`src/rtl/lhr_pkg.sv`:
```
package lhr_pkg;

    // Number of histogram buckets, and the width of every event counter.
    localparam int BUCKET_COUNT = 7;
    localparam int COUNT_WIDTH  = 32;

    // Number of bound registers on the configuration port.
    localparam int BOUND_REGS = 6;
    localparam int GAP_WIDTH  = 32;
    localparam int OUT_WIDTH  = 32;
    localparam int INDEX_WIDTH = 3;
    localparam int CFG_IDX_WIDTH = 3;
    localparam int PICK_WIDTH = (BUCKET_COUNT > 1) ? $clog2(BUCKET_COUNT) : 1;

    typedef logic [GAP_WIDTH-1:0]   t_gap;
    typedef logic [COUNT_WIDTH-1:0] t_count;
    typedef logic [PICK_WIDTH-1:0]  t_pick;
    typedef logic [OUT_WIDTH-1:0]   t_out;
    typedef t_gap [BOUND_REGS-1:0]  t_bounds;

    // Register indexes on the configuration port.
    typedef enum logic [CFG_IDX_WIDTH-1:0] {
        CFG_BOUND_ONE   = 3'd0,
        CFG_BOUND_TWO   = 3'd1,
        CFG_BOUND_THREE = 3'd2,
        CFG_BOUND_FOUR  = 3'd3,
        CFG_BOUND_FIVE  = 3'd4,
        CFG_BOUND_SIX   = 3'd5
    } t_cfg_index;

    localparam t_gap BOUND_RESET [BOUND_REGS] = '{
        32'd1000, 32'd5000, 32'd16000, 32'd50000, 32'd100000, 32'd500000
    };

    // Saturating increment of an event counter.
    function automatic t_count sat_inc(input t_count v);
        return (v == '1) ? v : t_count'(v + t_count'(1));
    endfunction

    // A reported count is limited to the 32-bit output field.
    function automatic t_out clip_count(input t_count v);
        logic [COUNT_WIDTH+OUT_WIDTH-1:0] wide;
        wide = {{OUT_WIDTH{1'b0}}, v};
        if (wide > {{COUNT_WIDTH{1'b0}}, {OUT_WIDTH{1'b1}}}) begin
            return '1;
        end
        return wide[OUT_WIDTH-1:0];
    endfunction

endpackage

```
`src/rtl/lhr_classify.sv`:
```
module lhr_classify (
    input  lhr_pkg::t_gap    i_gap,
    input  lhr_pkg::t_bounds i_bounds,
    output lhr_pkg::t_pick   o_pick
);

    // The lowest bucket whose bound exceeds the gap wins; scanning from the
    // top down lets each lower match override the ones above it.
    always_comb begin
        o_pick = lhr_pkg::t_pick'(lhr_pkg::BUCKET_COUNT - 1);
        for (int i = lhr_pkg::BUCKET_COUNT - 2; i >= 0; i--) begin
            if (i_gap < i_bounds[i]) begin
                o_pick = lhr_pkg::t_pick'(i);
            end
        end
    end

endmodule

```
`src/rtl/latency_histogram_recorder_top.sv`:
```
// Latency histogram with running maximum. Each request on the slave stream
// carries one gap in microseconds; the block sorts it into the first of the
// buckets whose exclusive upper bound (bound registers 0 to 5) exceeds it,
// or into the last bucket, and answers with one result: the bucket index,
// that bucket's new count, the total count and the largest gap so far.
// Counters saturate and are cleared by reset. The block takes one request
// per clock unless the result stream stalls. A result is valid once it is
// registered: the bucket compare and the counter update both sit between the
// input register and the result register. Bounds must only be written while
// no request is in flight, since a request is compared against the bounds
// while it waits in the input register.
module latency_histogram_recorder_top (
    input  logic         i_clk,
    input  logic         i_rst_n,
    input  logic         i_s_tvalid,
    output logic         o_s_tready,
    input  logic [31:0]  i_s_tdata,   // [31:0] gap_micros
    output logic         o_m_tvalid,
    input  logic         i_m_tready,
    // [2:0] bucket_index, [34:3] bucket_total, [66:35] item_total,
    // [98:67] largest_gap, [103:99] zero
    output logic [103:0] o_m_tdata,
    input  logic         i_cfg_we,
    input  logic [2:0]   i_cfg_index,
    input  logic [31:0]  i_cfg_data
);

    lhr_pkg::t_bounds r_bounds;

    logic            r_in_valid;
    lhr_pkg::t_gap   r_gap;
    lhr_pkg::t_pick  n_pick;

    lhr_pkg::t_count r_item_counter;
    lhr_pkg::t_gap   r_peak_gap;
    lhr_pkg::t_count r_bucket_counters [lhr_pkg::BUCKET_COUNT];

    logic            r_out_valid;
    logic [2:0]      r_out_index;
    lhr_pkg::t_out   r_out_bucket;
    lhr_pkg::t_out   r_out_total;
    lhr_pkg::t_gap   r_out_peak;

    logic            advance;
    logic            in_accept;
    lhr_pkg::t_count n_item_counter;
    lhr_pkg::t_gap   n_peak_gap;
    lhr_pkg::t_count n_bucket_count;

    // Bound registers.
    always_ff @(posedge i_clk) begin
        if (!i_rst_n) begin
            for (int i = 0; i < lhr_pkg::BOUND_REGS; i++) begin
                r_bounds[i] <= lhr_pkg::BOUND_RESET[i];
            end
        end else if (i_cfg_we) begin
            unique case (lhr_pkg::t_cfg_index'(i_cfg_index))
                lhr_pkg::CFG_BOUND_ONE:   r_bounds[0] <= i_cfg_data;
                lhr_pkg::CFG_BOUND_TWO:   r_bounds[1] <= i_cfg_data;
                lhr_pkg::CFG_BOUND_THREE: r_bounds[2] <= i_cfg_data;
                lhr_pkg::CFG_BOUND_FOUR:  r_bounds[3] <= i_cfg_data;
                lhr_pkg::CFG_BOUND_FIVE:  r_bounds[4] <= i_cfg_data;
                lhr_pkg::CFG_BOUND_SIX:   r_bounds[5] <= i_cfg_data;
                default: ;
            endcase
        end
    end

    lhr_classify u_classify (
        .i_gap    (r_gap),
        .i_bounds (r_bounds),
        .o_pick   (n_pick)
    );

    // The result stage moves when its register is empty or being drained.
    assign advance    = !r_out_valid || i_m_tready;
    assign o_s_tready = !r_in_valid || advance;
    assign in_accept  = i_s_tvalid && o_s_tready;

    always_ff @(posedge i_clk) begin
        if (!i_rst_n) begin
            r_in_valid <= 1'b0;
        end else if (o_s_tready) begin
            r_in_valid <= i_s_tvalid;
        end
    end

    always_ff @(posedge i_clk) begin
        if (in_accept) begin
            r_gap <= i_s_tdata;
        end
    end

    always_comb begin
        n_item_counter = lhr_pkg::sat_inc(r_item_counter);
        n_peak_gap     = (r_gap > r_peak_gap) ? r_gap : r_peak_gap;
        n_bucket_count = lhr_pkg::sat_inc(r_bucket_counters[n_pick]);
    end

    always_ff @(posedge i_clk) begin
        if (!i_rst_n) begin
            r_item_counter <= '0;
            r_peak_gap     <= '0;
            for (int i = 0; i < lhr_pkg::BUCKET_COUNT; i++) begin
                r_bucket_counters[i] <= '0;
            end
        end else if (r_in_valid && advance) begin
            r_item_counter            <= n_item_counter;
            r_peak_gap                <= n_peak_gap;
            r_bucket_counters[n_pick] <= n_bucket_count;
        end
    end

    always_ff @(posedge i_clk) begin
        if (!i_rst_n) begin
            r_out_valid <= 1'b0;
        end else if (advance) begin
            r_out_valid <= r_in_valid;
        end
    end

    always_ff @(posedge i_clk) begin
        if (r_in_valid && advance) begin
            r_out_index  <= 3'(n_pick);
            r_out_bucket <= lhr_pkg::clip_count(n_bucket_count);
            r_out_total  <= lhr_pkg::clip_count(n_item_counter);
            r_out_peak   <= n_peak_gap;
        end
    end

    assign o_m_tvalid = r_out_valid;
    assign o_m_tdata  = {5'd0, r_out_peak, r_out_total, r_out_bucket, r_out_index};

    // Every result counts at least its own request.
    a_total_nonzero: assert property (@(posedge i_clk) disable iff (!i_rst_n)
        o_m_tvalid |-> (o_m_tdata[66:35] != 32'd0))
        else $error("item total is zero on a valid result");

    a_index_range: assert property (@(posedge i_clk) disable iff (!i_rst_n)
        o_m_tvalid |-> (o_m_tdata[2:0] < 3'(lhr_pkg::BUCKET_COUNT)))
        else $error("bucket index out of range");

    // One bucket can never hold more than all requests together.
    a_bucket_le_total: assert property (@(posedge i_clk) disable iff (!i_rst_n)
        o_m_tvalid |-> (o_m_tdata[34:3] <= o_m_tdata[66:35]))
        else $error("bucket count exceeds item total");

    a_peak_monotonic: assert property (@(posedge i_clk) disable iff (!i_rst_n)
        (o_m_tvalid && i_m_tready) ##1 o_m_tvalid
            |-> (o_m_tdata[98:67] >= $past(o_m_tdata[98:67])))
        else $error("largest gap decreased between results");

endmodule
```
`config.mk`:
```
export PLATFORM = sky130hd
export DESIGN_NAME = latency_histogram_recorder_top
export DESIGN_NICKNAME = d
export VERILOG_FILES = /design/src/rtl/lhr_pkg.sv /design/src/rtl/lhr_classify.sv /design/src/rtl/latency_histogram_recorder_top.sv
export SDC_FILE = /design/constraint.sdc
export NUM_CORES = 1
export LEC_CHECK = 0
export ABC_AREA = 1
export ABC_CLOCK_PERIOD_IN_PS = 10450
export BUFFER_PORTS_ARGS = -buffer_cell sky130_fd_sc_hd__buf_4
export CAP_MARGIN = 10
export CORE_ASPECT_RATIO = 0.8
export CORE_MARGIN = 3
export CORE_UTILIZATION = 42
export CTS_CLUSTER_DIAMETER = 120
export CTS_CLUSTER_SIZE = 8
export DETAILED_ROUTE_END_ITERATION = 16
export SLEW_MARGIN = 25
export SYNTH_ARGS = -nofsm -noshare
export SYNTH_HDL_FRONTEND = slang
export SYNTH_SLANG_ARGS = --single-unit
```
`constraint.sdc`:
```
create_clock -name i_clk -period 10.45 [get_ports i_clk]
set_clock_uncertainty 0.2 [all_clocks]
set_input_delay 0 -clock i_clk [delete_from_list [all_inputs] [get_ports i_clk]]
set_output_delay 0 -clock i_clk [all_outputs]
set_load 0.01 [all_outputs]
```
# --- After elaboration in Yosys (flattened, before gate mapping) ---
# Memories as Yosys holds them, arrays and structs flattened.
# Cells that the tools add are included.
word_totals:
  mem_count: 1
  ram_bits: 224
  elab_cells: 62
  register_bits: 389
  output_inout_bits: 106
  input_bits: 72
memory_table:
  columns: ["name", "depth", "word_bits", "read_ports", "rd_ports_with_merged_regs", "write_ports", "line_no", "rtl"]
  rows:
  - ["r_bucket_counters", 7, 32, 1, 0, 7, "latency_histogram_recorder_top.sv:36", "lhr_pkg::t_count r_bucket_counters [lhr_pkg::BUCKET_COUNT];"]
op_classes:
  magnitude_cmp: 7
  muxes: 16
  add_sub_neg: 2
  n_eq_ne: 7
  n_reduce_logical: 14
op_table:
  columns: ["cell", "n"]
  rows:
  - ["$lt A32 B32 Y1", 6]
  - ["$mux W32", 4]
  - ["$add A32 B1 Y32 const B", 2]
  - ["$eq A32 B32 Y1 const B", 2]
  - ["$gt A32 B32 Y1", 1]
  - ["$reduce_or A32 Y1", 1]
  - ["$mux W3", 5]
  - ["$reduce_and A2 Y1", 6]
  - ["$eq A3 B2 Y1 const B", 2]
  - ["$eq A3 B3 Y1 const B", 2]
  - ["$mux W1", 5]
  - ["$mux W2", 2]
  - ["$eq A3 B1 Y1 const B", 1]
  - ["$logic_not A3 Y1", 1]
  - ["$logic_and A1 B1 Y1", 2]
  - ["$logic_not A1 Y1", 2]
  - ["$logic_or A1 B1 Y1", 2]

# --- Longest topological paths before layout ---
# Gate-level depths: netlist of the first run.
# An unclocked memory read counts as a cell.
depth:
  ltp_word: 11
  ltp_mapped: 37
  mapped_depth_nobuf: 34

# --- Cells and area by module ---
# From an unflattened synthesis of the first run, not the netlist that was laid out.
unflattened:
  hier_cells: 4258
  hier_area_um2: 33922.5
by_module_without_submodules:
  columns: ["mod", "cells_per_inst", "n_inst", "area_per_inst_um2", "seq_area_each_um2"]
  rows:
  - ["latency_histogram_recorder_top", 3505, 1, 29117.9, 16465.8]
  - ["lhr_classify", 753, 1, 4804.6, 0.0]

# --- Worst setup path before layout of the first run ---
# No wires, ideal clock.
synth_path:
  path_kind: "register to register"
  from: "register r_gap[11]"
  to: "memory r_bucket_counters[4][0] (netlist name) (enable)"
  arrival_ns: 3.690
  period_less_slack_ns: 4.280
  path_buffers: 3
  setup_slack_ns: 6.170
  required_ns: 9.861
  path_stages_with_launch: 18
  setup_ns: 0.389
  cell_sequence: "edfxtp_1 > ha_1 > nand2_1 > or2_2 > a21oi_1 > nor4_1 > nand2_1 > nand2_1 > nand2_2 > nand2_4 > nor2_4 > buf_2 > buf_2 > a21oi_1 > nor2_1 > inv_1 > clkbuf_1 > nand2_1"
synth_lines:
  columns: ["item", "line_no", "rtl"]
  rows:
  - ["start: declaration", "latency_histogram_recorder_top.sv:31", "lhr_pkg::t_gap r_gap;"]
  - ["start signal: assignment", "latency_histogram_recorder_top.sv:90", "r_gap <= i_s_tdata;"]
  - ["end: declaration", "latency_histogram_recorder_top.sv:36", null]

==> out/results.ini, run 1 <==
[run_status]
status=completed

[cells_and_area]
drive_gt1_share_pct=10.96
fillers=7137
syn2layout_area_growth_pct=19.03
multi_input_area_sq_um=13340
final_nets=4255
seq_area_sq_um=16470

[power_and_ir_drop]
vdd.ir_drop.worst_uv=138.0
finalPower_mw=6.839
p_leak_nw=16.39
power_density_nw_per_um2=176.9

[placement]
gp_congestion=0.9562
dp_hpwl_mm=61.96
portBuffers=172

[drt]
routedWlPerCell_um=19.30
first_pass_iters=6
ant_nets=0
drt_iter0_drc=2265
vias=26190
totalWireLength_mm=97.27
vias_per_cell=5.197
drc=0

[sta]
hold_viol_final=0
max_freq_ghz=0.1439
fin_crit_sh_pct=66.48
slew_violations=0
worstMarginPinSlew_ns=1.056
tns_ns=0
period_minus_slack_ns=6.947
setup_viol=0
slew_headroom_pct=29.61
rsz0062_at_grt=false

[clock_network]
cts.path.max_buffers=3
cts_buffers=90
cts_root_buffer=clkbuf_16
clk_pin_slew_ns=0.05
postCtsSetupBuffers=0
htreeDepth=3
clk_latency_ns=0.64
postCtsResizedCells=0
clock-sinks=645
cts_tree=done
ctsHoldBuffers=149

[floorplan]
core_area_sq_um=76010
io_pins=178
die_h_um=254.7
die_area_sq_um=80730
dieWidth_um=316.9
fp-row-count=90
initial_core_util_pct=42.73

[logic_synthesis]
seq_area_frac_synth_pct=50.70
synth_xor_area_share_pct=0.7281
synthSimpleGateAreaFrac_pct=19.75
synth_warnings=0
synth_compound_area_share_pct=11.53
syn_inst=3648
synth-edff-count=355
muxShareOfSynthArea_pct=0
synth-seq-cells=645
yosys_most_used_dff=edfxtp_1
synth_fa_ha_area_share_pct=8.513
avgSynthCellArea_sq_um=8.903
async_reset_ff_share_pct=0
synth_top_family_by_area=simple AND/OR/NAND/NOR gates
netlist_area_sq_um=32480
ys_types=50

[global_route]
grt_max_degree=104
grt_usage_pct=23.97
antenna_found_initial=5
overflow=0
grt_pass1_wl_mm=148.4
grt_pass1_vias=24850

[worst_setup_path]
cp_common_cell=nand2_1
arrival_ns=7.13
critPathLaunchType=flop
cp_top_family=simple AND/OR/NAND/NOR gates
max_stage_delay_ns=0.83
crit_required_ns=10.63
end_kind=flop
crit_path_top_delay_cell=buf_4
criticalPathCategory=flop to flop
critPathBufInv=4
path_max_fanout=85

[min_path]
hold_class=input pin to flop

[job]
cap_violations=0

[registers in the layout, indices dropped and copies added, names as in the netlist, 3 cells and up]
signal,count
r_gap,32
r_item_counter,32
r_out_bucket,32
r_peak_gap,32
r_out_peak,32
r_out_total,32
r_out_index,3
r_bounds,192
r_bucket_counters,256
[cell usage after synthesis, types with 27 or more instances]
master	n	area, sq um
a21oi_2	27	236.5
clkbuf_1	97	364.1
buf_2	34	170.2
o21ai_0	277	1386
nor2_1	234	878.3
o211ai_1	34	255.2
a21oi_1	275	1376
o22ai_1	44	275.3
dfxtp_1	290	5806
nand3_1	335	1677
edfxtp_1	355	10660
ha_1	221	2765
nand2_1	641	2406
inv_1	506	1899
[stage by stage]
step	setup slack (ns)	hold slack (ns)	instances	utilization, %	instance area (sq um)
3_5_place_dp	3.598	-0.02073	4733	45.51	34590
2_1_floorplan	6.170	-0.1011	3684	-	32620
6_report	3.503	0.03924	5039	50.86	38660
3_3_place_gp	3.669	-0.02095	4733	45.48	34570
4_1_cts	3.596	0.005014	5036	50.85	38650
5_1_grt	2.951	0.02954	5039	50.86	38660
[tightest hold or removal path, cell delays in order]
cell,delay (ns)
dlygate4sd3_1,0.52
buf_4,0.17
nor2_1,0.06
nor2_1,0.08
[cells in the final DEF (no fill, tap or decap), types with 3 or more instances in the layout]
cell / count
a31oi_1: 3
nor2_4: 6
nand3b_1: 24
inv_2: 6
clkinv_1: 4
o21a_1: 6
nor2_2: 8
ha_1: 221
nand4_1: 26
edfxtp_1: 355
a211oi_1: 4
a21oi_2: 27
conb_1: 37
xor2_1: 26
buf_4: 208
nand2_2: 28
o211ai_1: 34
nand2_1: 636
inv_1: 503
inv_6: 3
nor4_1: 7
o21ai_1: 3
nand3_2: 8
o21ai_0: 277
nor2_1: 232
diode_2: 3
o22ai_1: 44
nand3_1: 335
o221ai_1: 3
dfxtp_1: 290
clkbuf_16: 91
nand3_4: 18
clkbuf_1: 57
dlygate4sd3_1: 149
nor3_1: 22
a21oi_1: 275
nand2_4: 25
[power by group]
| group | internal (mW) | leakage, nW | switching, mW |
|---|---|---|---|
| combinational | 0.382 | 9.24 | 0.847 |
| sequential | 2.84 | 5.93 | 0.0602 |
| clock | 1.61 | 1.22 | 1.10 |
| total | 4.83 | 16.4 | 2.00 |
[layout make-up]
class	count	area share (%)
clock buffer	148	6.444
inverter	514	4.997
tap	1012	3.275
multi-input combinational	2352	34.52
antenna	3	0.01942
sequential	645	42.59
clock inverter	6	0.2007
timing repair buffer	359	7.955
[metal layers]
layer	GRT usage [%]	routed length, um	vias up
li1	-	-	12860
met1	35.63	46840	12300
met2	35.31	40870	880
met3	5.386	7610	149
met4	5.780	1947	0
met5	0.1166	0	-
[worst paths after layout]
path / startpoint / end / slack, ns / cells past startpoint
max: r_gap[11] / r_bucket_counters[7][1] / 3.50 / 27
min: i_cfg_data[0] / r_bounds[160] / 0.04 / 4
max reg2reg: r_gap[11] / r_bucket_counters[7][1] / 3.50 / 27
min reg2reg: r_bounds[96] / r_bounds[96] / 0.25 / 2
[cell families after synthesis]
kind of cell	after synthesis
AOI/OAI and AO/OA	685
xor gates and xnor gates	27
adders and majority gates	221
buffers and inverters	687
DFF	645
other	1
and+or+nand+nor	1382
Note: power is estimated with default switching activity, not from simulation.
==> run 2: changes to the inputs <==
--- a/config.mk
+++ b/config.mk
@@ -5,8 +5,8 @@
 export SDC_FILE = /design/constraint.sdc
 export NUM_CORES = 1
 export LEC_CHECK = 0
-export ABC_AREA = 1
-export ABC_CLOCK_PERIOD_IN_PS = 10450
+export ABC_AREA = 0
+export ABC_CLOCK_PERIOD_IN_PS = 7160
 export BUFFER_PORTS_ARGS = -buffer_cell sky130_fd_sc_hd__buf_4
 export CAP_MARGIN = 10
 export CORE_ASPECT_RATIO = 0.8
==> constraint.sdc (replaced) <==
create_clock -name i_clk -period 7.16 [get_ports i_clk]
set_clock_uncertainty 0.2 [all_clocks]
set_input_delay 0 -clock i_clk [delete_from_list [all_inputs] [get_ports i_clk]]
set_output_delay 0 -clock i_clk [all_outputs]
set_load 0.01 [all_outputs]
==> run 2 against run 1 <==
Net effect:
- combinational power increased by 31%
- synthesized cell count decreased by 8.5%
- flip-flop and latch count decreased by 19
- cell area increased by 1.1%
- clock-buffer cell count decreased by 2
- first-iteration DRC count increased by 29%
- power increased by 40%
- synthesized area decreased by 0.70%
- worst setup slack got worse by 3.3 ns
- largest cell class unchanged
==> out/results.ini, run 2 <==
[power_and_ir_drop]
vdd.ir_drop.worst_uv=162.1  ; +17%
p_leak_nw=14.61  ; -11%
finalPower_mw=9.596  ; +40%
power_density_nw_per_um2=245.4  ; +39%

[worst_setup_path]
path_max_fanout=13  ; -85%
crit_required_ns=7.52  ; -3.11 ns
end_kind=flop
critPathLaunchType=flop
criticalPathCategory=flop to flop
arrival_ns=7.34  ; +0.21 ns
r2r_setup_slack_ns=0.18  ; -3.33 ns

[sta]
period_minus_slack_ns=6.983  ; +0.03537 ns
max_freq_ghz=0.1432  ; -0.51%
tns_ns=0  ; unchanged
hold_viol_final=0  ; unchanged
fin_crit_sh_pct=97.53  ; +31 points
setup_viol=0  ; unchanged
worstMarginPinSlew_ns=1.018  ; -0.03804 ns
slew_violations=0  ; unchanged
slew_headroom_pct=31.98  ; +2.4 points

[floorplan]
core_area_sq_um=75790  ; -0.30%
io_pins=178  ; unchanged
die_h_um=253.9  ; -0.34%
dieWidth_um=315.8  ; -0.34%
fp-row-count=90  ; unchanged
initial_core_util_pct=42.56  ; -0.17 points
die_area_sq_um=80180  ; -0.68%

[cells_and_area]
insertedDiodeCount=0  ; -3
drive_gt1_share_pct=13.35  ; +2.4 points
syn2layout_area_growth_pct=21.22
top_register=r_bucket_counters
largest_register_ffs=237  ; -7.4%
reg_top3=r_bucket_counters: 237 flops, r_bounds: 192 flops
final_nets=3997  ; -6.1%
final_cell_mix=nand2_1, edfxtp_1, buf_4
final_common_cell=nand2_1

[placement]
portBuffers=172  ; unchanged
gp_congestion=0.9233  ; -3.4%
dp_hpwl_mm=71.73  ; +16%

[drt]
drc=0  ; unchanged
ant_nets=0  ; unchanged
first_pass_iters=8  ; +2
drt_iter0_drc=2918  ; +29%
vias_per_cell=5.666  ; +9.0%
vias=27080  ; +3.4%
routedWlPerCell_um=22.49  ; +16%
totalWireLength_mm=107.5  ; +10%

[clock_network]
cts_buffers=88  ; -2.2%
cts_root_buffer=clkbuf_16
postCtsSetupBuffers=0  ; unchanged
clk_latency_ns=0.64  ; about the same
clk_pin_slew_ns=0.05  ; about the same
cts_tree=done
cts.path.max_buffers=3  ; unchanged
htreeDepth=3  ; unchanged
clock-sinks=626  ; -2.9%

[logic_synthesis]
yosys.area.top_type=edfxtp_1
yosysMostFrequentCell=nand2_1
netlist_area_sq_um=32250  ; -0.70%
yosysTopAreaCellShare_pct=31.28  ; -1.5 points
synth-edff-count=336  ; -5.4%
ys_types=101  ; +100%
synthTopCellsByCount=nand2_1, edfxtp_1, dfxtp_1
synth.area.top_cells=edfxtp_1, dfxtp_1, ha_1
async_reset_ff_share_pct=0  ; unchanged
seq_area_frac_synth_pct=49.28  ; -1.4 points
syn_inst=3339  ; -8.5%
synth_warnings=0  ; unchanged
yosys_most_used_dff=edfxtp_1
synth-seq-cells=626  ; -2.9%
avgSynthCellArea_sq_um=9.660  ; +8.5%

[min_path]
hold_class=input pin to flop

[global_route]
antenna_found_initial=1  ; -4
grt_usage_pct=26.35  ; +2.4 points
grt_pass1_wl_mm=159.6  ; +7.5%
grt_max_degree=145  ; +39%
overflow=0  ; unchanged
grt_pass1_vias=25070  ; +0.87%

[job]
cap_violations=0  ; unchanged

[run_status]
status=completed

-- run 2: cells by family (layout without fill, tap and decap cells) --
| group | after synthesis | count (layout) | share of synthesized area [%] |
|---|---|---|---|
| AO/OA/AOI/OAI | 745 | 745 | 16.03 |
| multiplexers | 67 | 67 | 2.308 |
| XOR/XNOR | 60 | 60 | 1.629 |
| other | 1 | 18 | 0.01163 |
| AND/OR/NAND/NOR | 1194 | 1194 | 16.86 |
| adder cells (fa/ha/maj) | 221 | 221 | 8.573 |
| flip-flops | 626 | 626 | 49.28 |
| buffers and inverters | 425 | 836 | 5.299 |
-- run 2: timing repair --
item | in CTS | in global routing
resized for setup | 0 | 7
hold endpoints to repair | 290 | 0
hold buffers | 117 | 0
endpoints found under the setup margin | 0 | 205
-- run 2: path summary, 6_finish.rpt --
kind / cells after the start / startpoint / endpoint
max: 21 / r_gap[13] / r_bucket_counters[6][18]
max reg2reg: 21 / r_gap[13] / r_bucket_counters[6][18]
min: 4 / i_cfg_data[10] / r_bounds[42]
min reg2reg: 2 / r_bucket_counters[6][11] / r_bucket_counters[6][11]
-- run 2: metrics by stage --
stage	worst slack [ns]	std cells	cell area, sq um	hold slack [ns]	util, %
floorplan	0.7466	3356	32320	-0.1011	-
global placement	0.1135	4508	35330	-0.02136	46.62
detailed placement	0.1264	4508	35350	-0.02052	46.64
CTS	0.1267	4778	39040	0.002267	51.52
global route	-0.01652	4779	39100	0.04020	51.59
finish	0.1772	4779	39100	0.02936	51.59
-- run 2: area by class of cell --
cell class	count	area, sq um
Sequential cell	626	15900
Tap cell	1012	1266
Timing Repair Buffer	439	3645
Inverter	244	920.9
Clock buffer	146	2441
Clock inverter	7	87.58
Fill cell	6896	36690
Multi-Input combinational cell	2305	14840
-- run 2: layer usage --
layer / GRT usage (%) / wire, um
met4: 6.629 / 2261
met1: 40.53 / 50830
met3: 7.167 / 12050
met2: 36.15 / 42320
met5: 0 / 0
-- run 2: power breakdown --
| group | switching [mW] | internal [mW] |
|---|---|---|
| logic | 1.02 | 0.590 |
| registers | 0.104 | 3.97 |
| clock network | 1.60 | 2.31 |
| total | 2.73 | 6.87 |
-- run 2: critical path: stages (launching register included) --
cell       delay (ns)
edfxtp_1         0.64
ha_1             0.42
nand4_1          0.13
or3_1            0.45
a2111oi_1        0.61
o41ai_1          0.15
buf_4            0.16
o2111a_1         0.17
o211ai_1         0.28
nand2_1          0.16
buf_4            0.22
inv_2            0.30
buf_4            0.23
a221oi_1         0.07
a211oi_1         0.32
nand4b_1         0.30
or4_1            0.63
buf_4            0.23
nor3_1           0.48
a31oi_2          0.30
buf_4            0.22
o31ai_2          0.21
